==> config.mk <==
export PLATFORM = sky130hd
export DESIGN_NAME = b2ba_fold
export DESIGN_NICKNAME = d
export VERILOG_FILES = /design/src/rtl/core/b2ba_pkg.sv /design/src/rtl/core/b2ba_fold.sv
export SDC_FILE = /design/constraint.sdc
export NUM_CORES = 1
export LEC_CHECK = 0
export BUFFER_PORTS_ARGS = -buffer_cell sky130_fd_sc_hd__buf_4
export CAP_MARGIN = 20
export CORE_MARGIN = 2
export CORE_UTILIZATION = 50
export DETAILED_ROUTE_END_ITERATION = 8
export PLACE_DENSITY_LB_ADDON = 0.1
export RECOVER_POWER = 25
export SLEW_MARGIN = 10
export SYNTH_ARGS = -nofsm -noshare
export SYNTH_HDL_FRONTEND = slang
export SYNTH_SLANG_ARGS = --single-unit
==> constraint.sdc <==
create_clock -name i_clk -period 19.3 [get_ports i_clk]
set_clock_uncertainty 0.1 [all_clocks]
set_input_delay 0.965 -clock i_clk [delete_from_list [all_inputs] [get_ports i_clk]]
set_output_delay 0.965 -clock i_clk [all_outputs]
set_load 0.02 [all_outputs]
==> src/rtl/core/b2ba_pkg.sv <==
// shared types, constants and table functions for the bearing to binary angle block
`timescale 1ns / 1ps

package b2ba_pkg;

    // angle format is unsigned q2.62
    localparam logic [63:0] PI_Q62    = 64'hC90FDAA22168C234;
    localparam logic [63:0] Q_ONE     = 64'h4000000000000000;
    localparam int          NUM_TERMS = 20;

    // one cell per angle step k = 1..31 inside an octant
    localparam int          NUM_CELLS = 31;

    localparam logic [5:0]  OCT_FULL  = 6'd32;
    localparam logic [5:0]  OCT_LAST  = 6'd31;
    localparam logic [7:0]  QUARTER   = 8'd64;
    localparam logic [7:0]  HALF_TURN = 8'd128;

    // how the octant step count maps onto the half turn
    typedef enum logic [2:0] {
        SEL_ZERO,
        SEL_N_LO,
        SEL_N_HI,
        SEL_S_LO,
        SEL_S_HI
    } t_sel;

    typedef struct packed {
        logic       done;
        logic [5:0] steps;
        t_sel       sel;
        logic       adj;
        logic       neg;
        logic [7:0] heading;
    } t_ctl;

    function automatic logic [63:0] mul_q62(input logic [63:0] x, input logic [63:0] y);
        logic [127:0] p;
        p = {64'd0, x} * {64'd0, y};
        return p[125:62];
    endfunction

    // taylor series sin or cos of k*pi/128, truncated at every step
    function automatic logic [63:0] trig_q62(input int k, input logic want_sin);
        logic [63:0] step;
        logic [63:0] x;
        logic [63:0] x2;
        logic [63:0] st;
        logic [63:0] ss;
        logic [63:0] ct;
        logic [63:0] cs;
        int          n;
        step = PI_Q62 >> 7;
        x    = 64'(k) * step;
        x2   = mul_q62(x, x);
        st   = x;
        ss   = x;
        ct   = Q_ONE;
        cs   = Q_ONE;
        for (n = 1; n <= NUM_TERMS; n++) begin
            st = mul_q62(st, x2) / 64'((2 * n) * (2 * n + 1));
            ct = mul_q62(ct, x2) / 64'((2 * n - 1) * (2 * n));
            if (n % 2 == 1) begin
                ss = ss - st;
                cs = cs - ct;
            end else begin
                ss = ss + st;
                cs = cs + ct;
            end
        end
        return want_sin ? ss : cs;
    endfunction

endpackage

==> src/rtl/core/b2ba_fold.sv <==
// front stage: difference vector folded into the first octant
`timescale 1ns / 1ps

module b2ba_fold #(
    parameter int COORD_BITS = 20
) (
    input  logic                  i_clk,
    input  logic                  i_rst_n,
    input  logic                  i_en,
    input  logic                  i_vld,
    input  logic [COORD_BITS-1:0] i_target_x,
    input  logic [COORD_BITS-1:0] i_target_y,
    input  logic [COORD_BITS-1:0] i_own_x,
    input  logic [COORD_BITS-1:0] i_own_y,
    input  logic [7:0]            i_own_heading,
    output logic                  o_vld,
    output logic [COORD_BITS-1:0] o_a,
    output logic [COORD_BITS-1:0] o_b,
    output b2ba_pkg::t_ctl        o_ctl
);

    logic [COORD_BITS:0]   dx;
    logic [COORD_BITS:0]   ny;
    logic [COORD_BITS:0]   dx_neg_val;
    logic [COORD_BITS:0]   ny_neg_val;
    logic [COORD_BITS-1:0] ax;
    logic [COORD_BITS-1:0] m;
    logic                  lo;

    logic                  r_vld;
    logic [COORD_BITS-1:0] r_a;
    logic [COORD_BITS-1:0] r_b;
    b2ba_pkg::t_ctl        r_ctl;
    logic [COORD_BITS-1:0] n_a;
    logic [COORD_BITS-1:0] n_b;
    b2ba_pkg::t_ctl        n_ctl;

    always_comb begin
        dx         = {1'b0, i_target_x} - {1'b0, i_own_x};
        ny         = {1'b0, i_own_y} - {1'b0, i_target_y};
        dx_neg_val = -dx;
        ny_neg_val = -ny;
        ax         = dx[COORD_BITS] ? dx_neg_val[COORD_BITS-1:0] : dx[COORD_BITS-1:0];
        m          = ny[COORD_BITS] ? ny_neg_val[COORD_BITS-1:0] : ny[COORD_BITS-1:0];
        lo         = (ax <= m);

        n_a = lo ? ax : m;
        n_b = lo ? m : ax;

        n_ctl.heading = i_own_heading;
        n_ctl.neg     = dx[COORD_BITS];
        n_ctl.done    = (n_a == n_b);
        n_ctl.steps   = (n_a == n_b) ? b2ba_pkg::OCT_FULL : b2ba_pkg::OCT_LAST;
        n_ctl.adj     = 1'b0;
        if (ax == '0 && m == '0) begin
            n_ctl.sel = b2ba_pkg::SEL_ZERO;
        end else if (!ny[COORD_BITS]) begin
            n_ctl.sel = lo ? b2ba_pkg::SEL_N_LO : b2ba_pkg::SEL_N_HI;
            n_ctl.adj = !lo && (m != '0);
        end else begin
            n_ctl.sel = lo ? b2ba_pkg::SEL_S_LO : b2ba_pkg::SEL_S_HI;
            n_ctl.adj = lo && !(ax == '0 || ax == m);
        end
    end

    always_ff @(posedge i_clk) begin
        if (!i_rst_n) begin
            r_vld <= 1'b0;
        end else if (i_en) begin
            r_vld <= i_vld;
        end
    end

    always_ff @(posedge i_clk) begin
        if (i_en) begin
            r_a   <= n_a;
            r_b   <= n_b;
            r_ctl <= n_ctl;
        end
    end

    assign o_vld = r_vld;
    assign o_a   = r_a;
    assign o_b   = r_b;
    assign o_ctl = r_ctl;

endmodule

---- Yosys cells after proc, flatten, opt, wreduce, memory -nomap -nowiden ----
Cells that the tools add are included.
operators by class
  add/subtract/negate cells ............... 4
  multipliers ............................. 0
  div/mod/pow operators ................... 0
  $lt $le $gt $ge ......................... 1
  equality and inequality tests ........... 2
  shifts and indexed selects .............. 0
  multiplexer cells ....................... 8
  bitwise gates (word level) .............. 0
  reductions and logical operators ........ 9
operators by type and width
  cell                 number
  $mux W20             4
  $sub A20 B20 Y21     2
  $eq A20 B20 Y1       2
  $logic_not A20 Y1    2
  $neg A20 Y20         2
  $le A20 B20 Y1       1
  $reduce_bool A20 Y1  1
  $mux W6              1
  $mux W4              1
  $logic_and A1 B1 Y1  3
  $mux W3              1
  $logic_not A1 Y1     2
  $mux W2              1
  $logic_or A1 B1 Y1   1
storage, ports and cells
  register bits after elaboration ......... 61
  latch bits .............................. 0
  bits in writable memories ............... 0
  memory bits (read-only) ................. 0
  output and inout port bits .............. 61
  memories kept ........................... 0

---- Logic depth before layout (Yosys ltp) ----
  word-level depth ........................ 8
  mapped depth ............................ 29
  gate-level depth less buffers ........... 26

---- Least setup slack after synthesis ----
OpenSTA, ideal clock, no wires.
  kind .................................... input -> register
  start ................................... input i_target_x[0]
  end ..................................... register r_a[10] (netlist: o_a[10]) (data pin)
  arrival ................................. 6891 ps
  data required time ...................... 18929 ps
  slack ................................... 12038 ps
  stages .................................. 29
  buffers on the path ..................... 4
  cells stage by stage .................... inv_1 -> ha_1 -> fa_1 -> nand2b_1 -> a211oi_2 -> o21ai_0 -> o311ai_0 -> a21oi_1 -> o21ai_0 -> clkbuf_1 -> clkbuf_1 -> nor2_1 -> xnor2_1 -> inv_1 -> ha_1 -> and3_1 -> a211o_1 -> o22ai_1 -> o211ai_1 -> a221oi_1 -> nor3b_1 -> mux2i_1 -> nor4bb_1 -> o31ai_1 -> o211a_1 -> and2_4 -> buf_12 -> buf_12 -> mux2i_1
on the way
  cells in the longest elaborated chain, start to end .. 5
RTL lines
  what                    RTL line         source
  start: declaration      b2ba_fold.sv:11  input logic [COORD_BITS-1:0] i_target_x,
  $sub A20 B20 Y21 (*)    b2ba_fold.sv:39  dx = {1'b0, i_target_x} - {1'b0, i_own_x};
  $neg A20 Y20            b2ba_fold.sv:41  dx_neg_val = -dx;
  $mux W20 (*)            b2ba_fold.sv:43  ax = dx[COORD_BITS] ? dx_neg_val[COORD_BITS-1:0] : dx[COORD_BITS-1:0];
  $le A20 B20 Y1          b2ba_fold.sv:45  lo = (ax <= m);
  $mux W20 (*)            b2ba_fold.sv:47  n_a = lo ? ax : m;
  via n_a[10]             b2ba_fold.sv:34  logic [COORD_BITS-1:0] n_a;
  end signal: assignment  b2ba_fold.sv:76  r_a <= n_a;
  end: declaration        b2ba_fold.sv:31  logic [COORD_BITS-1:0] r_a;
Mark *: on every way through the listed nets, which the timed path passes. The rest lies on a longest branch.
A chain may end at the register's enable or synchronous reset.

---- Worst setup path after layout ----
  start ................................... input i_target_x[0]
  end ..................................... register r_ctl, in the netlist o_ctl[12] (data pin)
RTL lines
  what                    RTL line         source
  $sub A20 B20 Y21 (*)    b2ba_fold.sv:39
  via dx[20]              b2ba_fold.sv:22  logic [COORD_BITS:0] dx;
  $mux W20 (*)            b2ba_fold.sv:43
  $le A20 B20 Y1          b2ba_fold.sv:45
  $mux W3                 b2ba_fold.sv:61  n_ctl.sel = lo ? b2ba_pkg::SEL_S_LO : b2ba_pkg::SEL_S_HI;
  $mux W4                 b2ba_fold.sv:57  end else if (!ny[COORD_BITS]) begin
  end signal: assignment  b2ba_fold.sv:78  r_ctl <= n_ctl;
  end: declaration        b2ba_fold.sv:33  b2ba_pkg::t_ctl r_ctl;
Marks and branches as above.

==> summary.txt <==
Run status
  – Status: finished with violations
  – Violated checks: capacitance limit, slew limit

Critical path
  – Worst Path Required: slightly below 20000 ps
  – Worst path slowest cell: a221oi_1
  – Worst Setup End Kind: flop
  – CP peak stage delay: between 400 and 500 ps
  – Critical path data arrival time: around 7600 ps
  – Reg2Reg Depth: 2
  – CP dominant cell by count: inv_1
  – Worst R2R End: o_vld
  – Reg2reg setup slack: 18540 ps
  – Worst path bufs/invs: 5
  – R2r startpoint: o_vld
  – Top delay family on crit path: compound AO/OA/AOI/OAI gates
  – Crit path kind: in -> reg
  – Crit start category: input port
  – Crit path from: i_target_x[0]
  – CP max FO: 36

STA
  – Final Setup Violations: 0
  – Final setup TNS: 0 ps
  – Worst-margin pin slew: ~3200 ps
  – Final period util: 0.399
  – Final min period: between 7000 and 8000 ps
  – RSZ-0062 raised after global routing: no
  – FMAX: between 100 and 150 MHz
  – Worst slew margin: -1.10
  – Final Hold Vio Count: 0
  – Slew Limit Fails: 57
  – Final Worst Setup Slack: between 10000 and 15000 ps

Die
  – Starting Density: 0.512
  – Total core area: 13900 µm²
  – Height of the die: 123 µm
  – Die area: 15200 µm²
  – Die width: about 120 µm
  – IO Pins: approximately 150
  – Row count: 43

Global routing
  – GRT Resource Usage Total: 0.242
  – First-pass GRT wire length: around 30000 µm
  – GR Overflow Total: 0
  – Initial antenna violation count: 0
  – Via count of the first global-routing pass: 6162
  – Largest net degree at the start of global routing: 57

Synthesis
  – Top post-synthesis cells by count: inv_1 (74), a21oi_1 (65), ha_1 (59)
  – Largest area contributor in the netlist: edfxtp_1
  – FFs w/ async S/R, synth: 0
  – Seq cells post-synth: 56
  – Post-Synthesis Cell Area: 7130 µm²
  – Gate count after technology mapping: ~840
  – Top FF cell, synth: edfxtp_1
  – Mapped Avg Cell Area: about 8.5 µm²
  – Synth top area share: 0.232
  – Register area share after synthesis: 0.234
  – Post-synth EDFFs: 55
  – Syn nets: just under 1000
  – Most frequent cell after synthesis: inv_1
  – Yosys warning count: 0
  – Unique masters post-synth: 90
  – Main area contributors after synthesis: edfxtp_1 (23%), ha_1 (10%), mux2i_1 (5.6%)

Drt
  – Drt wl/cell: roughly 16 µm
  – Total Wirelength: 18500 µm
  – DR DRC count: 0
  – DR vias/cell: between 6 and 7
  – Initial DRT Pass Iterations: 7
  – 1st-iter DRT viols: about 620
  – Routed Antenna Nets: 0
  – Via count: 6869

CTS
  – Clock latency on the worst-skew pair: approximately 290 ps
  – CTS resizes: 0
  – Setup Fix Bufs, Post-CTS: 0
  – CTS Hold Buffers Added: 0
  – CTS Buffer Depth: 2
  – CTS tree: built
  – H-tree levels: 2
  – TritonCTS buffer count: 5
  – Worst-path clk slew: approximately 70 ps
  – Clock Sinks: 56
  – Clk root buf: clkbuf_16

Layout
  – Antenna fix cells: 0
  – Final net count: between 1000 and 1500
  – Layout cell share with drive strength beyond 1: 0.200
  – Area Growth Syn to Fin: 18.3%
  – Fin util: 0.606

Pwr
  – Power density cells: just under 100 nW/µm²
  – Pwr Total: approximately 0.00082 W
  – Peak supply drop: approximately 0.077 mV
  – Pleak: about 3.7 nW

Worst hold path
  – Hold Crit Start: o_vld
  – Hold depth: 2
  – HP Class: reg -> reg
  – Hold Path Sink: o_vld

Flow run
  – Maxcap violations: 1

Placed design
  – GPL Wtd Cong: roughly 0.9
  – Pre-CTS setup slack: ~11000 ps
  – Post-DP HPWL: 14600 µm
  – Input/output buffers: between 150 and 200
==> metal layers <==
metal	up-vias	GRT usage	wire (µm)
li1	3401	-	-
met1	3217	0.370	8950
met2	243	0.374	7900
met3	8	0.0300	1500
met4	0	0.0327	117
met5	-	0	0
==> tightest hold or removal path, cell delays in order, from the launching register on <==
cell and delay (ps):
dfxtp_1 310, mux2i_1 120, nor2b_1 60
==> cell type report <==
class,count,area (µm²)
Fill cell,1316,5500
Multi-Input combinational cell,669,4940
Sequential cell,56,1670
Timing Repair Buffer,154,1150
Inverter,74,278
Tap cell,180,225
Clock buffer,6,129
Clock inverter,2,38.8
==> flip-flops by register name (all words and copies together), names as in the netlist <==
register  flops
o_a          20
o_b          20
o_ctl        15
o_vld         1
==> metrics by stage <==
step | hold WS, ps | cells | area (µm²)
after detailed placement | 419 | 1133 | 8270
after global placement | 418 | 1133 | 8270
after global routing | 463 | 1141 | 8440
after floorplan | 489 | 837 | 7130
final | 431 | 1141 | 8440
after CTS | 433 | 1141 | 8440
==> how the worst max path moves through the flow <==
stage	to	cells after the start	slack (ps)
after global routing	o_ctl[12]	28	11010
after floorplan	o_a[10]	29	12040
after CTS	o_ctl[12]	28	11760
after detailed placement	o_ctl[12]	28	11460
final	o_ctl[12]	28	11600
after global placement	o_ctl[12]	26	11740
==> cell families (layout without fill, tap and decap cells) <==
family / Yosys count / count (layout) / synth area share
DFF: 56 / 56 / 0.234
adders and majority gates: 61 / 61 / 0.109
AOI/OAI and AO/OA: 256 / 256 / 0.258
buffers and inverters: 112 / 236 / 0.0735
muxes: 42 / 42 / 0.0593
xor gates and xnor gates: 54 / 54 / 0.0684
and+or+nand+nor: 256 / 256 / 0.197
==> placed cells by master, fill, tap and decap left out, types with 12 or more instances in the layout <==
| master | n |
|---|---|
| buf_4 | 145 |
| a21oi_1 | 65 |
| o21ai_0 | 38 |
| edfxtp_1 | 55 |
| xor2_1 | 24 |
| nand2_1 | 51 |
| and2_1 | 15 |
| nor3_1 | 12 |
| nor2_1 | 47 |
| xnor2_1 | 28 |
| mux2i_1 | 40 |
| nand4_1 | 12 |
| a211oi_1 | 13 |
| inv_1 | 74 |
| and3_1 | 14 |
| ha_1 | 59 |
| o211ai_1 | 16 |
| nand3_1 | 26 |
==> power breakdown <==
group	total, W	switching [W]	leakage, nW	internal [W]
sequential	0.000210	0.0000167	0.546	0.000194
combinational	0.000502	0.000296	3.11	0.000206
clock	0.000105	0.0000430	0.0815	0.0000619
total	0.000817	0.000356	3.74	0.000462
Note: power is estimated with default switching activity, not from simulation.
