$ cat config.mk
export PLATFORM = sky130hd
export DESIGN_NAME = b2ba_cell
export DESIGN_NICKNAME = d
export VERILOG_FILES = /design/src/rtl/core/b2ba_pkg.sv /design/src/rtl/core/b2ba_cell.sv
export SDC_FILE = /design/constraint.sdc
export NUM_CORES = 2
export LEC_CHECK = 0
export BUFFER_PORTS_ARGS = -buffer_cell sky130_fd_sc_hd__buf_2
export CAP_MARGIN = 40
export CORE_MARGIN = 1.5
export CORE_UTILIZATION = 70
export DETAILED_ROUTE_END_ITERATION = 10
export GPL_TIMING_DRIVEN = 1
export PLACE_DENSITY = 0.88
export SYNTH_ARGS = -nofsm -noshare
export SYNTH_HDL_FRONTEND = slang
export SYNTH_SLANG_ARGS = --single-unit
$ cat constraint.sdc
create_clock -name i_clk -period 19.2 [get_ports i_clk]
set_clock_uncertainty 0.15 [all_clocks]
set_input_delay 2.88 -clock i_clk [delete_from_list [all_inputs] [get_ports i_clk]]
set_output_delay 2.88 -clock i_clk [all_outputs]
set_load 0.02 [all_outputs]
$ cat src/rtl/core/b2ba_pkg.sv
// shared types, constants and table functions for the bearing to binary angle block
`timescale 1ns / 1ps

package b2ba_pkg;

    // angle format is unsigned q2.62
    localparam logic [63:0] PI_Q62    = 64'hC90FDAA22168C234;
    localparam logic [63:0] Q_ONE     = 64'h4000000000000000;
    localparam int          NUM_TERMS = 20;

    // one cell per angle step k = 1..31 inside an octant
    localparam int          NUM_CELLS = 31;

    localparam logic [5:0]  OCT_FULL  = 6'd32;
    localparam logic [5:0]  OCT_LAST  = 6'd31;
    localparam logic [7:0]  QUARTER   = 8'd64;
    localparam logic [7:0]  HALF_TURN = 8'd128;

    // how the octant step count maps onto the half turn
    typedef enum logic [2:0] {
        SEL_ZERO,
        SEL_N_LO,
        SEL_N_HI,
        SEL_S_LO,
        SEL_S_HI
    } t_sel;

    typedef struct packed {
        logic       done;
        logic [5:0] steps;
        t_sel       sel;
        logic       adj;
        logic       neg;
        logic [7:0] heading;
    } t_ctl;

    function automatic logic [63:0] mul_q62(input logic [63:0] x, input logic [63:0] y);
        logic [127:0] p;
        p = {64'd0, x} * {64'd0, y};
        return p[125:62];
    endfunction

    // taylor series sin or cos of k*pi/128, truncated at every step
    function automatic logic [63:0] trig_q62(input int k, input logic want_sin);
        logic [63:0] step;
        logic [63:0] x;
        logic [63:0] x2;
        logic [63:0] st;
        logic [63:0] ss;
        logic [63:0] ct;
        logic [63:0] cs;
        int          n;
        step = PI_Q62 >> 7;
        x    = 64'(k) * step;
        x2   = mul_q62(x, x);
        st   = x;
        ss   = x;
        ct   = Q_ONE;
        cs   = Q_ONE;
        for (n = 1; n <= NUM_TERMS; n++) begin
            st = mul_q62(st, x2) / 64'((2 * n) * (2 * n + 1));
            ct = mul_q62(ct, x2) / 64'((2 * n - 1) * (2 * n));
            if (n % 2 == 1) begin
                ss = ss - st;
                cs = cs - ct;
            end else begin
                ss = ss + st;
                cs = cs + ct;
            end
        end
        return want_sin ? ss : cs;
    endfunction

endpackage

$ cat src/rtl/core/b2ba_cell.sv
// one angle step cell: compares a*cos(k) against b*sin(k) over three stages
`timescale 1ns / 1ps

module b2ba_cell #(
    parameter int COORD_BITS = 20,
    parameter int K          = 1
) (
    input  logic                  i_clk,
    input  logic                  i_rst_n,
    input  logic                  i_en,
    input  logic                  i_vld,
    input  logic [COORD_BITS-1:0] i_a,
    input  logic [COORD_BITS-1:0] i_b,
    input  b2ba_pkg::t_ctl        i_ctl,
    output logic                  o_vld,
    output logic [COORD_BITS-1:0] o_a,
    output logic [COORD_BITS-1:0] o_b,
    output b2ba_pkg::t_ctl        o_ctl
);

    localparam logic [63:0] COS_K = b2ba_pkg::trig_q62(K, 1'b0);
    localparam logic [63:0] SIN_K = b2ba_pkg::trig_q62(K, 1'b1);
    localparam int          PW    = COORD_BITS + 32;
    localparam int          SW    = COORD_BITS + 64;

    // stage 1: 32-bit partial products
    logic                  r1_vld;
    logic [COORD_BITS-1:0] r1_a;
    logic [COORD_BITS-1:0] r1_b;
    b2ba_pkg::t_ctl        r1_ctl;
    logic [PW-1:0]         r1_ac_lo;
    logic [PW-1:0]         r1_ac_hi;
    logic [PW-1:0]         r1_bs_lo;
    logic [PW-1:0]         r1_bs_hi;

    // stage 2: full products
    logic                  r2_vld;
    logic [COORD_BITS-1:0] r2_a;
    logic [COORD_BITS-1:0] r2_b;
    b2ba_pkg::t_ctl        r2_ctl;
    logic [SW-1:0]         r2_ac;
    logic [SW-1:0]         r2_bs;

    // stage 3: compare and mark the first crossing
    logic                  r3_vld;
    logic [COORD_BITS-1:0] r3_a;
    logic [COORD_BITS-1:0] r3_b;
    b2ba_pkg::t_ctl        r3_ctl;

    logic [PW-1:0]         n1_ac_lo;
    logic [PW-1:0]         n1_ac_hi;
    logic [PW-1:0]         n1_bs_lo;
    logic [PW-1:0]         n1_bs_hi;
    logic [SW-1:0]         n2_ac;
    logic [SW-1:0]         n2_bs;
    b2ba_pkg::t_ctl        n3_ctl;

    always_comb begin
        n1_ac_lo = PW'(i_a) * PW'(COS_K[31:0]);
        n1_ac_hi = PW'(i_a) * PW'(COS_K[63:32]);
        n1_bs_lo = PW'(i_b) * PW'(SIN_K[31:0]);
        n1_bs_hi = PW'(i_b) * PW'(SIN_K[63:32]);
        n2_ac    = (SW'(r1_ac_hi) << 32) + SW'(r1_ac_lo);
        n2_bs    = (SW'(r1_bs_hi) << 32) + SW'(r1_bs_lo);
        n3_ctl   = r2_ctl;
        if (!r2_ctl.done && r2_ac < r2_bs) begin
            n3_ctl.done  = 1'b1;
            n3_ctl.steps = 6'(K - 1);
        end
    end

    always_ff @(posedge i_clk) begin
        if (!i_rst_n) begin
            r1_vld <= 1'b0;
            r2_vld <= 1'b0;
            r3_vld <= 1'b0;
        end else if (i_en) begin
            r1_vld <= i_vld;
            r2_vld <= r1_vld;
            r3_vld <= r2_vld;
        end
    end

    always_ff @(posedge i_clk) begin
        if (i_en) begin
            r1_a     <= i_a;
            r1_b     <= i_b;
            r1_ctl   <= i_ctl;
            r1_ac_lo <= n1_ac_lo;
            r1_ac_hi <= n1_ac_hi;
            r1_bs_lo <= n1_bs_lo;
            r1_bs_hi <= n1_bs_hi;
            r2_a     <= r1_a;
            r2_b     <= r1_b;
            r2_ctl   <= r1_ctl;
            r2_ac    <= n2_ac;
            r2_bs    <= n2_bs;
            r3_a     <= r2_a;
            r3_b     <= r2_b;
            r3_ctl   <= n3_ctl;
        end
    end

    assign o_vld = r3_vld;
    assign o_a   = r3_a;
    assign o_b   = r3_b;
    assign o_ctl = r3_ctl;

endmodule

After elaboration in Yosys (flattened, before gate mapping)
Index checks and enable logic that the tools add are counted.
{ "totals": {"input_bits": 64, "ff_bits": 545} }
{ "classes": {"reduce_logical": 2, "addsub": 2, "mul": 4, "magnitude_cmp": 1} }
{ "op_table": {"columns": ["operator", "count"], "rows": [
  ["84-bit less-than comparator", 1],
  ["82-bit by 48-bit adder with 83-bit output", 1],
  ["77-bit by 51-bit adder with 78-bit output", 1],
  ["20-bit by 31-bit multiplier with 51-bit output, second input constant", 1],
  ["20-bit by 30-bit multiplier with 50-bit output, second input constant", 1],
  ["20-bit by 28-bit multiplier with 48-bit output, second input constant", 1],
  ["20-bit by 25-bit multiplier with 45-bit output, second input constant", 1],
  ["1-bit logical AND", 1],
  ["1-bit logical NOT", 1]
]} }

Longest topological paths before layout
{ "depth": {"ltp_word": 2, "mapped_depth": 26, "mapped_depth_nobuf": 25} }

Worst setup path before layout
Ideal clock, no wire load.
{ "synth_path": {"path_kind": "in2reg", "start": "in i_a[14]", "end": "reg r1_ac_lo[40] (data pin)", "arrival_ps": 8964, "slack_ps": 9830, "required_time_ps": 18794, "stages": 19, "path_cell_list": "fa_1 > inv_1 > fa_1 > fa_1 > fa_1 > fa_1 > fa_1 > inv_1 > fa_1 > ha_1 > a21oi_1 > nand2_1 > a221o_1 > o31ai_4 > o21ai_2 > a21oi_2 > nand2_2 > or4_1 > and4_1"} }
{ "synth_via": {"elab_chain_cells": 1} }
{ "synth_rtl": {"columns": ["element", "line_no", "rtl"], "rows": [
  ["start: declaration", "b2ba_cell.sv:12", "input logic [COORD_BITS-1:0] i_a,"],
  ["20-bit by 28-bit multiplier with 48-bit output", "b2ba_cell.sv:59", "n1_ac_lo = PW'(i_a) * PW'(COS_K[31:0]);"],
  ["via n1_ac_lo[40]", "b2ba_cell.sv:50", "logic [PW-1:0] n1_ac_lo;"],
  ["end signal: assignment", "b2ba_cell.sv:89", "r1_ac_lo <= n1_ac_lo;"],
  ["end: declaration", "b2ba_cell.sv:31", "logic [PW-1:0] r1_ac_lo;"]
]} }
The timed path passes the listed nets, and every way through them passes these cells.
A chain may end at the register's enable or synchronous reset.

Final worst setup path
{ "layout_path": {"start": "in i_b[18]", "end": "reg r1_bs_lo[45] (data pin)"} }
{ "layout_via": {"elab_chain_cells": 1} }
{ "layout_rtl": {"columns": ["element", "line_no", "rtl"], "rows": [
  ["start: declaration", "b2ba_cell.sv:13", "input logic [COORD_BITS-1:0] i_b,"],
  ["20-bit by 31-bit multiplier with 51-bit output", "b2ba_cell.sv:61", "n1_bs_lo = PW'(i_b) * PW'(SIN_K[31:0]);"],
  ["via n1_bs_lo[45]", "b2ba_cell.sv:52", "logic [PW-1:0] n1_bs_lo;"],
  ["end signal: assignment", "b2ba_cell.sv:91", "r1_bs_lo <= n1_bs_lo;"],
  ["end: declaration", "b2ba_cell.sv:33", "logic [PW-1:0] r1_bs_lo;"]
]} }
The timed path passes the listed nets, and every way through them passes these cells.

==> metrics.csv <==
stage,metric,value,unit
yosys,async_flop_share,0,%
clock_tree,cts_setup_buffers,0,
sta,slew_headroom,37.3,%
critical_path,critPathMaxFanout,10,
yosys,synth-adder-area-share,46.6,%
sta,min_period_over_period,52.6,%
global_routing,grt_first_pass_wirelength,232,mm
global_routing,overflow,0,
yosys,ys_types,82,
critical_path,cp.required,19410,ps
yosys,synthTopCellsByCount,"inv_1 (1229), ha_1 (910), fa_1 (773)",
sta,report.final.slew_viol_count,0,
clock_tree,cts_tree,done,
floorplan,rows,105,
yosys,syn_area_per_cell,11.3,µm²
clock_tree,cts_root_buf,clkbuf_16,
detailed_routing,drt_wl_total,149,mm
final_layout,nets,7004,
detailed_routing,drtIter0Drc,3497,
detailed_routing,drc,0,
critical_path,endpoint_kind,flip-flop,
critical_path,crit_path_start,i_b[18],
detailed_routing,first_pass_iters,6,
yosys,synth_top_area_cell,edfxtp_1,
final_layout,syn_to_final_growth,6.67,%
yosys,synth_xor_area_share,4.06,%
final_layout,drive_above_1_share,5.09,%
detailed_routing,vias,38400,
worst_hold_path,min_path_type,flip-flop to flip-flop,
sta,hold_slack,267,ps
sta,grt_setup_unrepaired,false,
worst_hold_path,worstHoldStart,r1_bs_lo[14],
yosys,synth_flop_cell,edfxtp_1,
yosys,synth_top_family_by_area,adder cells,
sta,setup-violations-final,0,
yosys,synthMostInstantiatedCell,inv_1,
yosys,yosysTopAreaCellShare,27.0,%
yosys,synthCells,5115,
final_layout,stdcell_count,6376,
yosys,synth_edf_count,518,
global_routing,track_usage,36.5,%
clock_tree,path_clk_slew,60,ps
final_layout,fill_cells,5474,
yosys,yosys_warnings,0,
global_routing,grt_max_degree,159,
clock_tree,hold_buffers,0,
placement,dpl.hpwl,123,mm
floorplan,start_util,70.4,%
critical_path,timing.rr.start,r1_b[0],
clock_tree,cts_inserted_buffers,56,
yosys,synthTopCellsByArea,"edfxtp_1 (27%), fa_1 (27%), ha_1 (20%)",
floorplan,coreArea,0.0818,mm²
floorplan,die_w,290,µm
yosys,synth.area.mux_share,0.139,%
yosys,synth.cell_area,0.0576,mm²
run_status,status,completed,
sta,hold_viol,0,
sta,tightest_slew,941,ps
detailed_routing,viasPerCell,6.03,
flow_run,cap_violations,0,
floorplan,dieArea,0.0841,mm²
critical_path,start_kind,input port,
detailed_routing,wire_per_inst,23.3,µm
placement,placed_cell_area,0.0596,mm²
placement,dp.cells,6268,
yosys,synth-compound-area-share,8.11,%
critical_path,critical_path_class,input port to flip-flop,
clock_tree,cts_max_level,2,
global_routing,grt_antenna_before_repair,4,
yosys,ys_ff_latch,521,
clock_tree,insertion_delay,660,ps
yosys,yosys.area_share.simple,5.56,%
global_routing,first_global_vias,40200,
placement,gp_congestion,1.03,
placement,port-buffer-count,124,
clock_tree,cts_sinks,521,
yosys,ys_seq_area_share,27.1,%
sta,period_needed,10090,ps
sta,fin_setup_tns,0,ps
final_layout,design_area,0.0615,mm²
detailed_routing,ant_nets,0,
clock_tree,post_cts_resized,0,
floorplan,io_pins,125,
clock_tree,clockBufferDepth,3,
floorplan,die_h,290,µm
sta,fmax,99.1,MHz
critical_path,arrival,10300,ps
yosys,synth_nets,6862,
## critical path: stages
cell	delay, ps
buf_2	260
inv_1	200
ha_1	500
inv_1	240
fa_1	550
fa_1	520
inv_1	60
fa_1	500
fa_1	540
inv_1	50
fa_1	590
inv_1	90
fa_1	500
inv_1	40
ha_1	380
a21oi_1	240
o21ai_0	160
a2111oi_1	560
a211oi_1	160
a21oi_1	480
a21oi_1	290
a21o_1	250
a21oi_1	170
xnor2_1	80
## per-layer routing
layer  track usage, %  part of all wire (%)  vias to the layer above
met4             9.31                   2.8                        2
met3             9.07                    10                      264
met2             56.6                    45                     1761
met1             52.0                    42                    19200
li1                 -                     -                    17200
met5                0                0.0060                        -
## cell type report
type                            instances  area (µm²)  area share [%]
Multi-Input combinational cell       3305       37200            60.4
Timing Repair Buffer                  144         913            1.49
Sequential cell                       521       15600            25.4
Clock buffer                           74        1500            2.44
Antenna cell                            1        2.50         0.00407
Clock inverter                         32         333           0.541
Inverter                             1229        4610            7.50
Tap cell                             1070        1340            2.18
## cell families (layout without fill, tap and decap cells)
logic type,after synthesis,after routing
buffers and inverters,1289,1479
AOI/OAI and AO/OA,709,709
muxes,8,8
other,0,1
and+or+nand+nor,638,638
adders and majority gates,1683,1683
DFF,521,521
xor gates and xnor gates,267,267
## cells in the final DEF, fill, tap and decap left out, types with 8 or more instances in the layout
cell type	n
nand3_1	75
buf_4	13
o21ai_1	26
a221o_1	8
inv_1	1229
ha_1	910
a211oi_1	19
nand4_1	58
o31ai_1	11
o21ai_0	78
clkbuf_16	56
nand2b_1	21
nor3b_1	11
o211ai_1	17
nor2_1	143
xor2_1	102
clkinv_2	13
nor3_1	38
or3_1	9
nor2b_1	35
a31oi_1	29
xnor2_1	165
o21bai_1	34
nor4_1	13
o21a_1	15
and4_1	13
fa_1	773
and3_1	33
or2_2	10
nand2_1	146
and2_1	15
clkbuf_1	15
buf_2	123
a21o_1	151
a21oi_1	232
edfxtp_1	518
mux2i_1	8
## registers in the layout (all words and copies together) (netlist names), 7 cells and up
register / count
r2_ac: 82
r2_bs: 77
r1_ac_lo: 47
r1_ac_hi: 44
r1_bs_hi: 44
r1_bs_lo: 44
o_a: 20
o_b: 20
o_ctl: 20
r1_a: 20
r1_b: 20
r1_ctl: 20
r2_a: 20
r2_b: 20
n3_ctl: 13
r2_ctl: 7
## per-stage QoR
stage,util (%),worst slack (ps)
6_report,75.1,9110
5_1_grt,75.1,8840
4_1_cts,75.1,9230
3_5_place_dp,72.8,8610
3_3_place_gp,72.6,8680
2_1_floorplan,-,9830
## final timing paths
| check | to | slack (ps) | cells past startpoint |
|---|---|---|---|
| worst max register to register | r2_bs[72] | 15280 | 13 |
| worst min-delay path | r2_bs[14] | 270 | 0 |
| worst max-delay path | r1_bs_lo[45] | 9110 | 24 |
| worst min register to register | r2_bs[14] | 270 | 0 |
Power is not shown: default switching activity piles up to over one toggle a cycle in this logic, so the estimate is an artifact.
