## config.mk

```make
export PLATFORM = sky130hd
export DESIGN_NAME = b2ba_finish
export DESIGN_NICKNAME = d
export VERILOG_FILES = /design/src/rtl/core/b2ba_pkg.sv /design/src/rtl/core/b2ba_finish.sv
export SDC_FILE = /design/constraint.sdc
export NUM_CORES = 1
export LEC_CHECK = 0
export ABC_AREA = 1
export BUFFER_PORTS_ARGS = -buffer_cell sky130_fd_sc_hd__buf_2
export CORE_ASPECT_RATIO = 1.1
export CORE_MARGIN = 2
export CORE_UTILIZATION = 30
export DETAILED_ROUTE_END_ITERATION = 12
export HOLD_SLACK_MARGIN = 0.12
export SLEW_MARGIN = 40
export SYNTH_ARGS = -nofsm -noshare
export SYNTH_HDL_FRONTEND = slang
export SYNTH_SLANG_ARGS = --single-unit
```

## constraint.sdc

```tcl
create_clock -name i_clk -period 3.8 [get_ports i_clk]
set_clock_uncertainty 0.1 [all_clocks]
set_input_delay 0.76 -clock i_clk [delete_from_list [all_inputs] [get_ports i_clk]]
set_output_delay 0.76 -clock i_clk [all_outputs]
set_load 0.03 [all_outputs]
```

## src/rtl/core/b2ba_pkg.sv

```systemverilog
// shared types, constants and table functions for the bearing to binary angle block
`timescale 1ns / 1ps

package b2ba_pkg;

    // angle format is unsigned q2.62
    localparam logic [63:0] PI_Q62    = 64'hC90FDAA22168C234;
    localparam logic [63:0] Q_ONE     = 64'h4000000000000000;
    localparam int          NUM_TERMS = 20;

    // one cell per angle step k = 1..31 inside an octant
    localparam int          NUM_CELLS = 31;

    localparam logic [5:0]  OCT_FULL  = 6'd32;
    localparam logic [5:0]  OCT_LAST  = 6'd31;
    localparam logic [7:0]  QUARTER   = 8'd64;
    localparam logic [7:0]  HALF_TURN = 8'd128;

    // how the octant step count maps onto the half turn
    typedef enum logic [2:0] {
        SEL_ZERO,
        SEL_N_LO,
        SEL_N_HI,
        SEL_S_LO,
        SEL_S_HI
    } t_sel;

    typedef struct packed {
        logic       done;
        logic [5:0] steps;
        t_sel       sel;
        logic       adj;
        logic       neg;
        logic [7:0] heading;
    } t_ctl;

    function automatic logic [63:0] mul_q62(input logic [63:0] x, input logic [63:0] y);
        logic [127:0] p;
        p = {64'd0, x} * {64'd0, y};
        return p[125:62];
    endfunction

    // taylor series sin or cos of k*pi/128, truncated at every step
    function automatic logic [63:0] trig_q62(input int k, input logic want_sin);
        logic [63:0] step;
        logic [63:0] x;
        logic [63:0] x2;
        logic [63:0] st;
        logic [63:0] ss;
        logic [63:0] ct;
        logic [63:0] cs;
        int          n;
        step = PI_Q62 >> 7;
        x    = 64'(k) * step;
        x2   = mul_q62(x, x);
        st   = x;
        ss   = x;
        ct   = Q_ONE;
        cs   = Q_ONE;
        for (n = 1; n <= NUM_TERMS; n++) begin
            st = mul_q62(st, x2) / 64'((2 * n) * (2 * n + 1));
            ct = mul_q62(ct, x2) / 64'((2 * n - 1) * (2 * n));
            if (n % 2 == 1) begin
                ss = ss - st;
                cs = cs - ct;
            end else begin
                ss = ss + st;
                cs = cs + ct;
            end
        end
        return want_sin ? ss : cs;
    endfunction

endpackage

```

## src/rtl/core/b2ba_finish.sv

```systemverilog
// back stage: octant steps to course and turn distance
`timescale 1ns / 1ps

module b2ba_finish (
    input  logic           i_clk,
    input  logic           i_rst_n,
    input  logic           i_en,
    input  logic           i_vld,
    input  b2ba_pkg::t_ctl i_ctl,
    output logic           o_vld,
    output logic [7:0]     o_course,
    output logic [7:0]     o_turn_distance
);

    logic [7:0] steps;
    logic [7:0] adj;
    logic [7:0] half;
    logic [7:0] d;
    logic [7:0] n_course;
    logic [7:0] n_dist;

    logic       r_vld;
    logic [7:0] r_course;
    logic [7:0] r_dist;

    always_comb begin
        steps = {2'b00, i_ctl.steps};
        adj   = {7'd0, i_ctl.adj};
        case (i_ctl.sel)
            b2ba_pkg::SEL_ZERO: half = 8'd0;
            b2ba_pkg::SEL_N_LO: half = steps;
            b2ba_pkg::SEL_N_HI: half = b2ba_pkg::QUARTER - steps - adj;
            b2ba_pkg::SEL_S_LO: half = b2ba_pkg::HALF_TURN - steps - adj;
            b2ba_pkg::SEL_S_HI: half = b2ba_pkg::QUARTER + steps;
            default:            half = 8'd0;
        endcase
        // west half mirrors, wrapped to 8 bits
        n_course = i_ctl.neg ? (~half + 8'd1) : half;
        d        = n_course - i_ctl.heading;
        n_dist   = (d > b2ba_pkg::HALF_TURN) ? (~d + 8'd1) : d;
    end

    always_ff @(posedge i_clk) begin
        if (!i_rst_n) begin
            r_vld <= 1'b0;
        end else if (i_en) begin
            r_vld <= i_vld;
        end
    end

    always_ff @(posedge i_clk) begin
        if (i_en) begin
            r_course <= n_course;
            r_dist   <= n_dist;
        end
    end

    assign o_vld           = r_vld;
    assign o_course        = r_course;
    assign o_turn_distance = r_dist;

endmodule

```

# [Yosys cells after proc, flatten, opt, wreduce, memory -nomap -nowiden]
# Cells that the tools add are included.
[totals] ram_bits=0 in_bits=24 register_bits=17 out_inout_bits=17 wordCells=21 latchBits=0 n_memories=0 rom_bits=0
[classes] muxes=3 n_eq_ne=4 n_mul=0 n_reduce_logical=0 shift=0 add_sub_neg=8 bitwise_logic=2 n_div=0 order_cmp=1
[ops] cell="$pmux 8 s4" count=1
[ops] cell="$add 8x1->8 const B" count=2
[ops] cell="$mux 8" count=2
[ops] cell="$not 8->8" count=2
[ops] cell="$sub 8x1->8" count=2
[ops] cell="$add 7x6->8 const A" count=1
[ops] cell="$gt 8x8->1 const B" count=1
[ops] cell="$sub 7x6->8 const A" count=1
[ops] cell="$sub 8x6->8 const A" count=1
[ops] cell="$sub 8x8->8" count=1
[ops] cell="$eq 3x2->1 const B" count=2
[ops] cell="$eq 3x1->1 const B" count=1
[ops] cell="$eq 3x3->1 const B" count=1

# [Logic depth before layout (Yosys ltp)]
# Gate-level depths: netlist of the first run.
[depth] depth_word=10 depth_mapped=25 mapped_depth_nobuf=25

# [Least setup slack after synthesis of the first run]
# OpenSTA, ideal clock, no wires.
[synth_path] path_kind="input-to-reg" start="input port i_ctl[9] (netlist bit)" end="register r_dist[2] (netlist: o_turn_distance[2]) (data pin)" stages=23 setup_time_ps=253 t_arrival_ps=3381 slack_ps=66 n_path_buf=0 required_ps=3447 path_cell_list="inv_1 -> ha_1 -> ha_1 -> inv_1 -> ha_1 -> inv_1 -> nand3_1 -> nand2_1 -> nand2_1 -> nand3_1 -> o21ai_2 -> o31ai_1 -> xor2_1 -> ha_1 -> a21o_1 -> a31oi_1 -> nand3_1 -> nand2_1 -> inv_1 -> nand2_4 -> nand3_4 -> nand2_1 -> nand2_1"
[synth_via] word_cells_on_any_way=11 classes_between="add/sub (5); order compare (1); mux (3); bitwise (2)"
[synth_rtl] item="start, declared" line="b2ba_finish.sv:9" rtl="input b2ba_pkg::t_ctl i_ctl,"
[synth_rtl] item="$sub 8x1->8 (on tied branches)" line="b2ba_finish.sv:33, b2ba_finish.sv:32"
[synth_rtl] item="$pmux 8 s4 (*)" line="b2ba_finish.sv:29" rtl="case (i_ctl.sel)"
[synth_rtl] item="$not 8->8" line="b2ba_finish.sv:38" rtl="n_course = i_ctl.neg ? (~half + 8'd1) : half;"
[synth_rtl] item="$add 8x1->8" line="b2ba_finish.sv:38"
[synth_rtl] item="$mux 8 (*)" line="b2ba_finish.sv:38"
[synth_rtl] item="named net n_course[6]" line="b2ba_finish.sv:19" rtl="logic [7:0] n_course;"
[synth_rtl] item="$sub 8x8->8 (*)" line="b2ba_finish.sv:39" rtl="d = n_course - i_ctl.heading;"
[synth_rtl] item="$gt 8x8->1 (*)" line="b2ba_finish.sv:40" rtl="n_dist = (d > b2ba_pkg::HALF_TURN) ? (~d + 8'd1) : d;"
[synth_rtl] item="$mux 8 (*)" line="b2ba_finish.sv:40"
[synth_rtl] item="named net n_dist[2]" line="b2ba_finish.sv:20" rtl="logic [7:0] n_dist;"
[synth_rtl] item="end signal, assigned" line="b2ba_finish.sv:54" rtl="r_dist <= n_dist;"
[synth_rtl] item="end, declared" line="b2ba_finish.sv:24" rtl="logic [7:0] r_dist;"
# Mark *: on every way through the listed nets, which the timed path passes. The rest lies on a longest branch.
# A chain may end at the register's enable or synchronous reset.

# [Final worst setup path of the first run]
[layout_path] start="input port i_ctl[13] (netlist bit)" end="register r_dist[1] (netlist: o_turn_distance[1]) (data pin)"
[layout_via] word_cells_on_any_way=14 classes_between="add/sub (8); order compare (1); mux (3); bitwise (2)"
[layout_rtl] item="$sub 8x6->8 / $sub 7x6->8 (equally long branches)" line="b2ba_finish.sv:33, b2ba_finish.sv:32"
[layout_rtl] item="$sub 8x1->8 (on tied branches)" line="b2ba_finish.sv:33, b2ba_finish.sv:32"
[layout_rtl] item="$pmux 8 s4 (*)" line="b2ba_finish.sv:29"
[layout_rtl] item="$not 8->8" line="b2ba_finish.sv:38"
[layout_rtl] item="$add 8x1->8" line="b2ba_finish.sv:38"
[layout_rtl] item="$mux 8 (*)" line="b2ba_finish.sv:38"
[layout_rtl] item="named net n_course[5]" line="b2ba_finish.sv:19"
[layout_rtl] item="$sub 8x8->8 (*)" line="b2ba_finish.sv:39"
[layout_rtl] item="$gt 8x8->1 (*)" line="b2ba_finish.sv:40"
[layout_rtl] item="$mux 8 (*)" line="b2ba_finish.sv:40"
[layout_rtl] item="named net n_dist[1]" line="b2ba_finish.sv:20"
# Marks and branches as above.

==> qor.yml, run 1 <==
status: "finished clean"
final_cells: 389
syn_inst: 224
final_design_area_no_fill_um2: 2597
wl_um: 3758
n_antenna_cell: 0
yosys_warnings: 0
ys_ff_latch: 17
design.die.area_um2: 6410
netlist_area_um2: 1735
finalCriticalPeriod_ns: 3.591
crit_family: "simple AND/OR/NAND/NOR gates"
p_leak_uw: 0.001349
track_usage_pct: 12.40
drt_iter0_markers: 15
hpwl_um: 3061
drv_cap: 0
fmax_ghz: 0.2785
path_cells: "buf_6 > inv_2 > ha_4 > ha_4 > inv_2 > ha_4 > inv_1 > nand2_2 > nand2_2 > nor2_2 > nand2_2 > buf_4 > nor2_4 > nor2_1 > xor2_1 > ha_1 > nand4_1 > a21o_1 > nand2_2 > inv_2 > nand2_4 > nand3_4 > nand2_2 > nand2_2"
pwr-share-comb_pct: 62.5
grt_max_degree: 19
antenna_left: 0
gr-total-overflow: 0
num_io_pins: 41
postSynthNetCount: 268
crit_buf_inv: 6
initial_core_util_pct: 30.66
min_period_over_period_pct: 94.51
area_growth_pct: 49.68
cts_buffer_depth: 2
cp_max_fo: 8
fp.dieW_um: 76.52
p_per_area_nw_per_um2: 414.9
synth-seq-area-share_pct: 28.84
required_ns: 3.71
vias: 1688
port_buffers: 39
drive_gt1_share_pct: 48.40
wl_per_cell_um: 9.661
min-delay-path-class: "register to register"
grt_antenna_before_repair: 0
maxSlewViolCount: 0
grt_pass1_wl_um: 6686
intPower_uw: 634.9
arrival_ns: 3.50
power.switching_uw: 442.7
setup_viol: 0
routabilityCongestion: 0.8241
worstSetupPathType: "input pin to register"
hold_slack_ns: 0.4488
drc_errors: 0
worst_pin_slew_ns: 0.3986
slew_headroom_pct: 73.43
yosysUniqueCellTypes: 30
cp-end-kind: "register"
fin_setup_tns_ns: 0
num_rows: 29
ir_worst_vdd_v: 0.0001662
power_frac_seq_pct: 24.8
synth.avg_cell_area_um2: 7.747
cts_tree: "yes"
cts_root_buf: "clkbuf_8"
wl_met1_um: 1573
first_pass_iters: 4
dp.cells: 378
crit_slowest_cell: "ha_1"
grt_pass1_vias: 1610
cts.reportedPaths.clkPinSlew_ns: 0.07
die_height_um: 83.77
holdBufCountCts: 0
dr.max_layer_used: "met4"
hold_viol: 0
nets: 357
vias_per_cell: 4.339
p_clk_share_pct: 12.7
crit_top_cell: "nand2_2"
start_kind: "input pin"
cts.htree.levels: 1
max_stage_delay_ns: 0.39
switching_share_pct: 41.08
dr_wl_met2_um: 2064
rsz0062_at_grt: "no"
core_um2: 5660
numCtsBuffers: 3
clk_latency_ns: 0.25
cts.sinks: 17
wl_met3_um: 105
place_area_um2: 2316
p_total_uw: 1078
-- cells in the mapped netlist, drive strengths merged --
library cell	instances	share of area, %
a21oi	10	3.3
a22o	1	0.50
edfxtp	16	28
ha	19	14
clkbuf	1	0.22
xor2	10	5.5
a21o	2	0.86
o21ai	6	2.4
fa	1	1.2
nand3	20	8.1
nand4	10	3.6
nor2	14	3.3
nand2	59	15
xnor2	4	2.0
dfxtp	1	1.2
inv	45	9.7
o31ai	1	0.43
nand3b	1	0.43
or2	1	0.36
nor3	1	0.29
a31oi	1	0.36
-- layout make-up --
class / count / area [um2]
fill: 564 / 3063
multi-input combinational: 161 / 1235
timing repair buffer: 85 / 550.5
sequential: 17 / 500.5
inverter: 45 / 168.9
tap: 77 / 96.34
clock buffer: 3 / 41.29
clock inverter: 1 / 5.005
-- power groups by stage --
stage | sequential, uW | combinational [uW] | clock, uW
2_1_floorplan | 356 | 295 | 0
3_3_place_gp | 272 | 583 | 0
3_5_place_dp | 272 | 592 | 0
4_1_cts | 268 | 599 | 142
5_1_grt | 271 | 749 | 152
6_report | 267 | 673 | 137
-- metal layers --
| layer | vias up | global-route usage, % |
|---|---|---|
| met2 | 29 | 24.62 |
| met1 | 755 | 13.84 |
| met5 | - | 0 |
| met3 | 2 | 1.407 |
| li1 | 902 | - |
| met4 | 0 | 2.975 |
-- registers in the layout, summed over array words and instances (netlist names) --
register,flops
o_course,8
o_vld,1
o_turn_distance,8
-- worst reg2reg max path: stages (launching register included) --
cell,delay (ns)
dfxtp_1,0.31
o21ai_0,0.16
a21oi_1,0.05
-- cell families (layout without fill, tap and decap cells) --
| group | Yosys count | in the layout | share of synthesized area (%) |
|---|---|---|---|
| and+or+nand+nor | 106 | 106 | 31.00 |
| buffers and inverters | 46 | 134 | 9.949 |
| AOI/OAI and AO/OA | 21 | 21 | 7.859 |
| adders and majority gates | 20 | 20 | 14.85 |
| DFF | 17 | 17 | 28.84 |
| xor gates and xnor gates | 14 | 14 | 7.498 |
-- layout by cell type, fill, tap and decap left out, drive strengths merged --
cell,Yosys,layout
a21o,2,2
buf,0,85
a31oi,1,1
fa,1,1
xor2,10,10
nor2,14,14
a22o,1,1
nand2,59,59
edfxtp,16,16
xnor2,4,4
o31ai,1,1
clkinv,0,1
or2,1,1
inv,45,45
a21oi,10,10
o21ai,6,6
nor3,1,1
nand3,20,20
nand3b,1,1
ha,19,19
clkbuf,1,3
dfxtp,1,1
nand4,10,10
-- repair_timing --
action | CTS | global route
endpoints found under the setup margin | 5 | 7
resized for setup | 1 | 46
buffers inserted | 1 | 6
pin swaps | 1 | 31
-- per-stage QoR --
step	util, %	setup WS [ns]
after floorplan	-	0.06586
after global placement	40.92	-0.2371
after detailed placement	40.92	-0.2691
after CTS	41.95	0.003591
after global routing	45.89	0.0006430
final	45.89	0.2087
-- path summary, 6_finish.rpt --
path              slack (ns)      start            endpoint  cells past startpoint
setup / recovery        0.21  i_ctl[13]  o_turn_distance[1]                     24
hold / removal          0.45      o_vld               o_vld                      2
setup reg to reg        3.06      o_vld               o_vld                      2
hold reg to reg         0.45      o_vld               o_vld                      2
(Power assumes the default switching activity.)
==> inputs of run 2 (changes only) <==
--- a/config.mk
+++ b/config.mk
@@ -7,9 +7,11 @@
 export LEC_CHECK = 0
 export ABC_AREA = 1
 export BUFFER_PORTS_ARGS = -buffer_cell sky130_fd_sc_hd__buf_2
+export CAP_MARGIN = 20
 export CORE_ASPECT_RATIO = 1.1
 export CORE_MARGIN = 2
 export CORE_UTILIZATION = 30
+export CTS_CLUSTER_SIZE = 25
 export DETAILED_ROUTE_END_ITERATION = 12
 export HOLD_SLACK_MARGIN = 0.12
 export SLEW_MARGIN = 40
==> constraint.sdc (replaced) <==
create_clock -name i_clk -period 4.6 [get_ports i_clk]
set_clock_uncertainty 0.1 [all_clocks]
set_input_delay 0.92 -clock i_clk [delete_from_list [all_inputs] [get_ports i_clk]]
set_output_delay 0.92 -clock i_clk [all_outputs]
set_load 0.03 [all_outputs]
==> qor.yml, run 2 (synthesis results as in run 1) <==
status: "finished clean"
cts.htree.levels: 1
multi_input_area_um2: 1062
numCtsBuffers: 3
switching_share_pct: 43.07
worst_pin_slew_ns: 0.4095
grt_pass1_wl_um: 5575
wl_um: 3294
worstReg2RegEnd: "o_vld"
p_leak_uw: 0.001101
min_period_over_period_pct: 87.47
cts_tree: "yes"
max_stage_delay_ns: 0.43
cp_max_fo: 8
die_height_um: 83.77
power_frac_seq_pct: 30.5
hold_viol: 0
num_io_pins: 41
finalCriticalPeriod_ns: 4.023
fmax_ghz: 0.2485
grt_max_degree: 19
rrSetupSlack_ns: 3.87
worstRegToRegCells: 2
crit_top_cell: "nand2_1"
grt_antenna_before_repair: 0
wl_per_cell_um: 9.603
p_per_area_nw_per_um2: 350.1
holdBufCountCts: 0
gr-total-overflow: 0
maxSlewViolCount: 0
num_rows: 29
core_um2: 5660
cts.reportedPaths.clkPinSlew_ns: 0.06
drt_iter0_markers: 28
crit_slowest_cell: "fa_1"
drc_errors: 0
min-delay-path-class: "register to register"
required_ns: 4.51
clk_latency_ns: 0.25
arrival_ns: 3.94
cts_buffer_depth: 2
area_growth_pct: 19.25
worstSetupPathType: "input pin to register"
vias_per_cell: 4.318
final_cell_mix: "nand2_1 (50), inv_1 (40), buf_2 (39)"
crit_family: "adder cells"
cts.sinks: 17
drive_gt1_share_pct: 26.32
postCtsSetupRepairBufs: 0
pwr-share-comb_pct: 54.1
crit_buf_inv: 4
power.switching_uw: 312.1
ir_worst_vdd_v: 0.0001303
track_usage_pct: 10.81
design.die.area_um2: 6410
layout_commonest_cell: "nand2_1"
port_buffers: 39
setup_viol: 0
drv_cap: 0
first_pass_iters: 3
start_kind: "input pin"
p_clk_share_pct: 15.4
hold_slack_ns: 0.4384
routabilityCongestion: 0.8587
initial_core_util_pct: 30.66
intPower_uw: 412.5
hpwl_um: 2808
cts_resized: 0
fin_setup_tns_ns: 0
fp.dieW_um: 76.52
rsz0062_at_grt: "no"
worst_hold_startpoint: "o_vld"
min_path_cells: 2
path_cells: "buf_2 > inv_1 > ha_1 > ha_1 > nand2_1 > nand2_1 > inv_1 > ha_1 > nand2_1 > o21ai_0 > inv_1 > fa_1 > o21ai_2 > nand2_1 > nand2_1 > nand2_1 > nand2_1 > xor2_1 > nor2_1 > nand2_2 > nand3_4 > nand2_1 > nand2_1"
seq_area_um2: 500.5
slew_headroom_pct: 72.49
hold_end: "o_vld"
timing.rr.start: "o_vld"
antenna_left: 0
vias: 1481
grt_pass1_vias: 1324
n_antenna_cell: 0
n_fill_cell: 615
p_total_uw: 724.5
cp-end-kind: "register"
nets: 311
cts_root_buf: "clkbuf_8"
## run 2: metal layers
layer	wire [um]	up-vias	global-route usage (%)	share of wire [%]
li1	-	810	-	-
met1	1401	636	11.73	43
met2	1710	30	20.51	52
met3	129	5	1.840	3.9
met4	53	0	4.463	1.6
met5	0	-	0	0
## run 2: per-stage QoR
step | setup slack [ns] | instances | area (um2) | util [%]
2_1_floorplan | 0.7059 | 224 | 1735 | -
3_3_place_gp | 0.3233 | 339 | 2023 | 35.74
3_5_place_dp | 0.2851 | 339 | 2023 | 35.74
4_1_cts | 0.5568 | 343 | 2069 | 36.56
5_1_grt | 0.1321 | 343 | 2069 | 36.56
6_report | 0.5766 | 343 | 2069 | 36.56
## run 2: area by class of cell
| cell class | count | share of cell area, % |
|---|---|---|
| inverter | 45 | 8.162 |
| tap | 77 | 4.655 |
| multi-input combinational | 161 | 51.33 |
| clock inverter | 1 | 0.2418 |
| timing repair buffer | 39 | 9.432 |
| clock buffer | 3 | 1.995 |
| sequential | 17 | 24.18 |
## run 2: power by group through the flow
| stage | combinational [uW] | sequential, uW | clock [uW] |
|---|---|---|---|
| 5_1_grt | 444 | 225 | 123 |
| 3_3_place_gp | 389 | 224 | 0 |
| 6_report | 392 | 221 | 112 |
| 3_5_place_dp | 395 | 225 | 0 |
| 2_1_floorplan | 244 | 294 | 0 |
| 4_1_cts | 397 | 222 | 118 |
## run 2: worst max-delay path by stage
stage	start	end	slack [ns]	cells after the start
detailed placement	i_ctl[13]	o_turn_distance[3]	0.29	23
CTS	i_ctl[13]	o_turn_distance[2]	0.56	23
global placement	i_ctl[13]	o_turn_distance[6]	0.32	26
finish	i_ctl[13]	o_turn_distance[2]	0.58	23
global route	i_ctl[13]	o_turn_distance[3]	0.13	24
floorplan	i_ctl[9]	o_turn_distance[2]	0.71	23
## run 2: tightest hold or removal path, delay by kind of cell (launching register included)
family | cells | cell delay, ns
DFF | 1 | 0.32
AOI/OAI and AO/OA | 2 | 0.18
==> inputs of run 3 (changes only) <==
--- a/config.mk
+++ b/config.mk
@@ -5,7 +5,6 @@
 export SDC_FILE = /design/constraint.sdc
 export NUM_CORES = 1
 export LEC_CHECK = 0
-export ABC_AREA = 1
 export BUFFER_PORTS_ARGS = -buffer_cell sky130_fd_sc_hd__buf_2
 export CAP_MARGIN = 20
 export CORE_ASPECT_RATIO = 1.1
@@ -14,6 +13,7 @@
 export CTS_CLUSTER_SIZE = 25
 export DETAILED_ROUTE_END_ITERATION = 12
 export HOLD_SLACK_MARGIN = 0.12
+export SKIP_LAST_GASP = 1
 export SLEW_MARGIN = 40
 export SYNTH_ARGS = -nofsm -noshare
 export SYNTH_HDL_FRONTEND = slang
==> qor.yml, run 3 <==
status: "finished clean"
final_cell_mix: "buf_2 (39), inv_1 (21), ha_1 (19)"
wl_per_cell_um: 10.98
cp-end-kind: "register"
yosys.area.top_type: "edfxtp_1"
fin_setup_tns_ns: 0
initial_core_util_pct: 30.91
nets: 248
core_um2: 4966
cts_tree: "yes"
first_pass_iters: 4
cts.sinks: 17
synth_top_area_share_pct: 31.30
slew_headroom_pct: 68.28
synthAdderAreaFrac_pct: 16.79
min-delay-path-class: "register to register"
dp_slack_ns: 0.06202
wl_um: 2865
fp.dieW_um: 72.21
synth_edf_count: 16
hpwl_um: 2484
yosys_warnings: 0
synth_mux_area_share_pct: 1.385
worst_slack_ns: 0.3889
synth_top_family_by_area: "adder cells"
layout_commonest_cell: "buf_2"
p_leak_uw: 0.0008802
cp_max_fo: 8
netlist_area_um2: 1535
p_per_area_nw_per_um2: 397.2
numCtsBuffers: 3
num_io_pins: 41
synth.avg_cell_area_um2: 10.10
drive_gt1_share_pct: 30.05
synth-simple-area-share_pct: 12.71
vias_per_cell: 4.628
rsz0062_at_grt: "no"
hold_viol: 0
arrival_ns: 4.11
n_antenna_cell: 0
finalCriticalPeriod_ns: 4.211
routabilityCongestion: 0.7880
cts.htree.levels: 1
synth_commonest_cells: "inv_1 (21), ha_1 (19), edfxtp_1 (16), xnor2_1 (12), nor2_1 (9)"
worst_pin_slew_ns: 0.4726
fmax_ghz: 0.2375
postSynthNetCount: 196
cts_root_buf: "clkbuf_8"
synth-seq-area-share_pct: 32.60
maxSlewViolCount: 0
drc_errors: 0
ir_worst_vdd_v: 0.0001192
grt_antenna_before_repair: 0
grt_pass1_wl_um: 4899
synth-compound-area-share_pct: 16.63
design.die.area_um2: 5706
hold_slack_ns: 0.4195
num_rows: 27
grt_pass1_vias: 1184
synth_xor_area_share_pct: 14.02
yosysUniqueCellTypes: 46
worstRegToRegCells: 2
synth_area_leaders: "edfxtp_1 (31%), ha_1 (15%), xnor2_1 (6.8%)"
hold_end: "o_vld"
timing.rr.start: "o_vld"
gr-total-overflow: 0
syn_inst: 152
drv_cap: 0
clk_latency_ns: 0.25
die_height_um: 79.03
min_period_over_period_pct: 91.55
worstReg2RegEnd: "o_vld"
setup_viol: 0
ys_ff_latch: 17
rrSetupSlack_ns: 3.90
area_growth_pct: 24.94
worst_hold_startpoint: "o_vld"
required_ns: 4.50
track_usage_pct: 10.66
p_total_uw: 761.9
vias: 1208
drt_iter0_markers: 36
start_kind: "input pin"
port_buffers: 39
worstSetupPathType: "input pin to register"
grt_max_degree: 18
cts.reportedPaths.clkPinSlew_ns: 0.06
holdBufCountCts: 0
synth_flop_cell: "edfxtp_1"
dp.cells: 257
antenna_left: 0
cts_buffer_depth: 2
min_path_cells: 2
yosysMostFrequentCell: "inv_1"
synthArstFlopShare_pct: 0
final_cells: 261
-- run 3: cell type report --
cell class                      count  area, um2
Inverter                           23      86.33
Fill cell                         514       3048
Clock buffer                        4      45.04
Timing Repair Buffer               48      262.8
Multi-Input combinational cell    111      950.9
Tap cell                           58      72.57
Sequential cell                    17      500.5
-- run 3: worst max-delay path by stage --
stage	startpoint	end	cells past startpoint
after floorplan	i_ctl[9]	o_turn_distance[5]	16
after global placement	i_ctl[13]	o_turn_distance[5]	18
after detailed placement	i_ctl[13]	o_turn_distance[1]	17
after CTS	i_ctl[13]	o_turn_distance[5]	18
after global routing	i_ctl[13]	o_turn_distance[1]	17
final	i_ctl[13]	o_turn_distance[1]	17
-- run 3: report_power, final --
| part | leakage (uW) | internal, uW | total, uW | switching (uW) |
|---|---|---|---|---|
| combinational | 0.000693 | 169 | 416 | 247 |
| sequential | 0.000164 | 229 | 236 | 7.06 |
| clock | 0.0000228 | 61.4 | 110 | 49.0 |
-- run 3: logic make-up (layout without fill, tap and decap cells) --
| logic type | count (synthesis) | in the layout |
|---|---|---|
| buffers and inverters | 24 | 75 |
| xor gates and xnor gates | 22 | 22 |
| muxes | 2 | 2 |
| AOI/OAI and AO/OA | 32 | 32 |
| adders and majority gates | 20 | 20 |
| DFF | 17 | 17 |
| and+or+nand+nor | 35 | 35 |
-- run 3: worst max-delay path, cell delays in order --
cell	delay, ns
buf_2	0.09
inv_1	0.04
ha_1	0.17
ha_1	0.19
inv_1	0.06
ha_1	0.17
o21bai_1	0.09
a21oi_1	0.26
xnor2_1	0.19
o32ai_1	0.16
o31ai_1	0.28
xnor2_1	0.15
ha_1	0.32
inv_1	0.04
o21bai_1	0.13
xnor3_2	0.53
o31a_1	0.32
-- run 3: repair_timing --
item	CTS	global route
resized for setup	0	1
buffers inserted	0	0
setup endpoints to repair	0	1
-- run 3: metal layers --
| metal | vias to the layer above | GRT usage [%] | part of all wire, % |
|---|---|---|---|
| li1 | 640 | - | - |
| met1 | 539 | 12.01 | 43 |
| met2 | 25 | 20.46 | 52 |
| met3 | 4 | 1.142 | 3.9 |
| met4 | 0 | 3.396 | 1.0 |
| met5 | - | 0 | 0 |
-- run 3: metrics by stage --
step | util [%] | instance area [um2]
2_1_floorplan | - | 1535
3_3_place_gp | 37.59 | 1867
3_5_place_dp | 37.59 | 1867
4_1_cts | 38.50 | 1912
5_1_grt | 38.62 | 1918
6_report | 38.62 | 1918
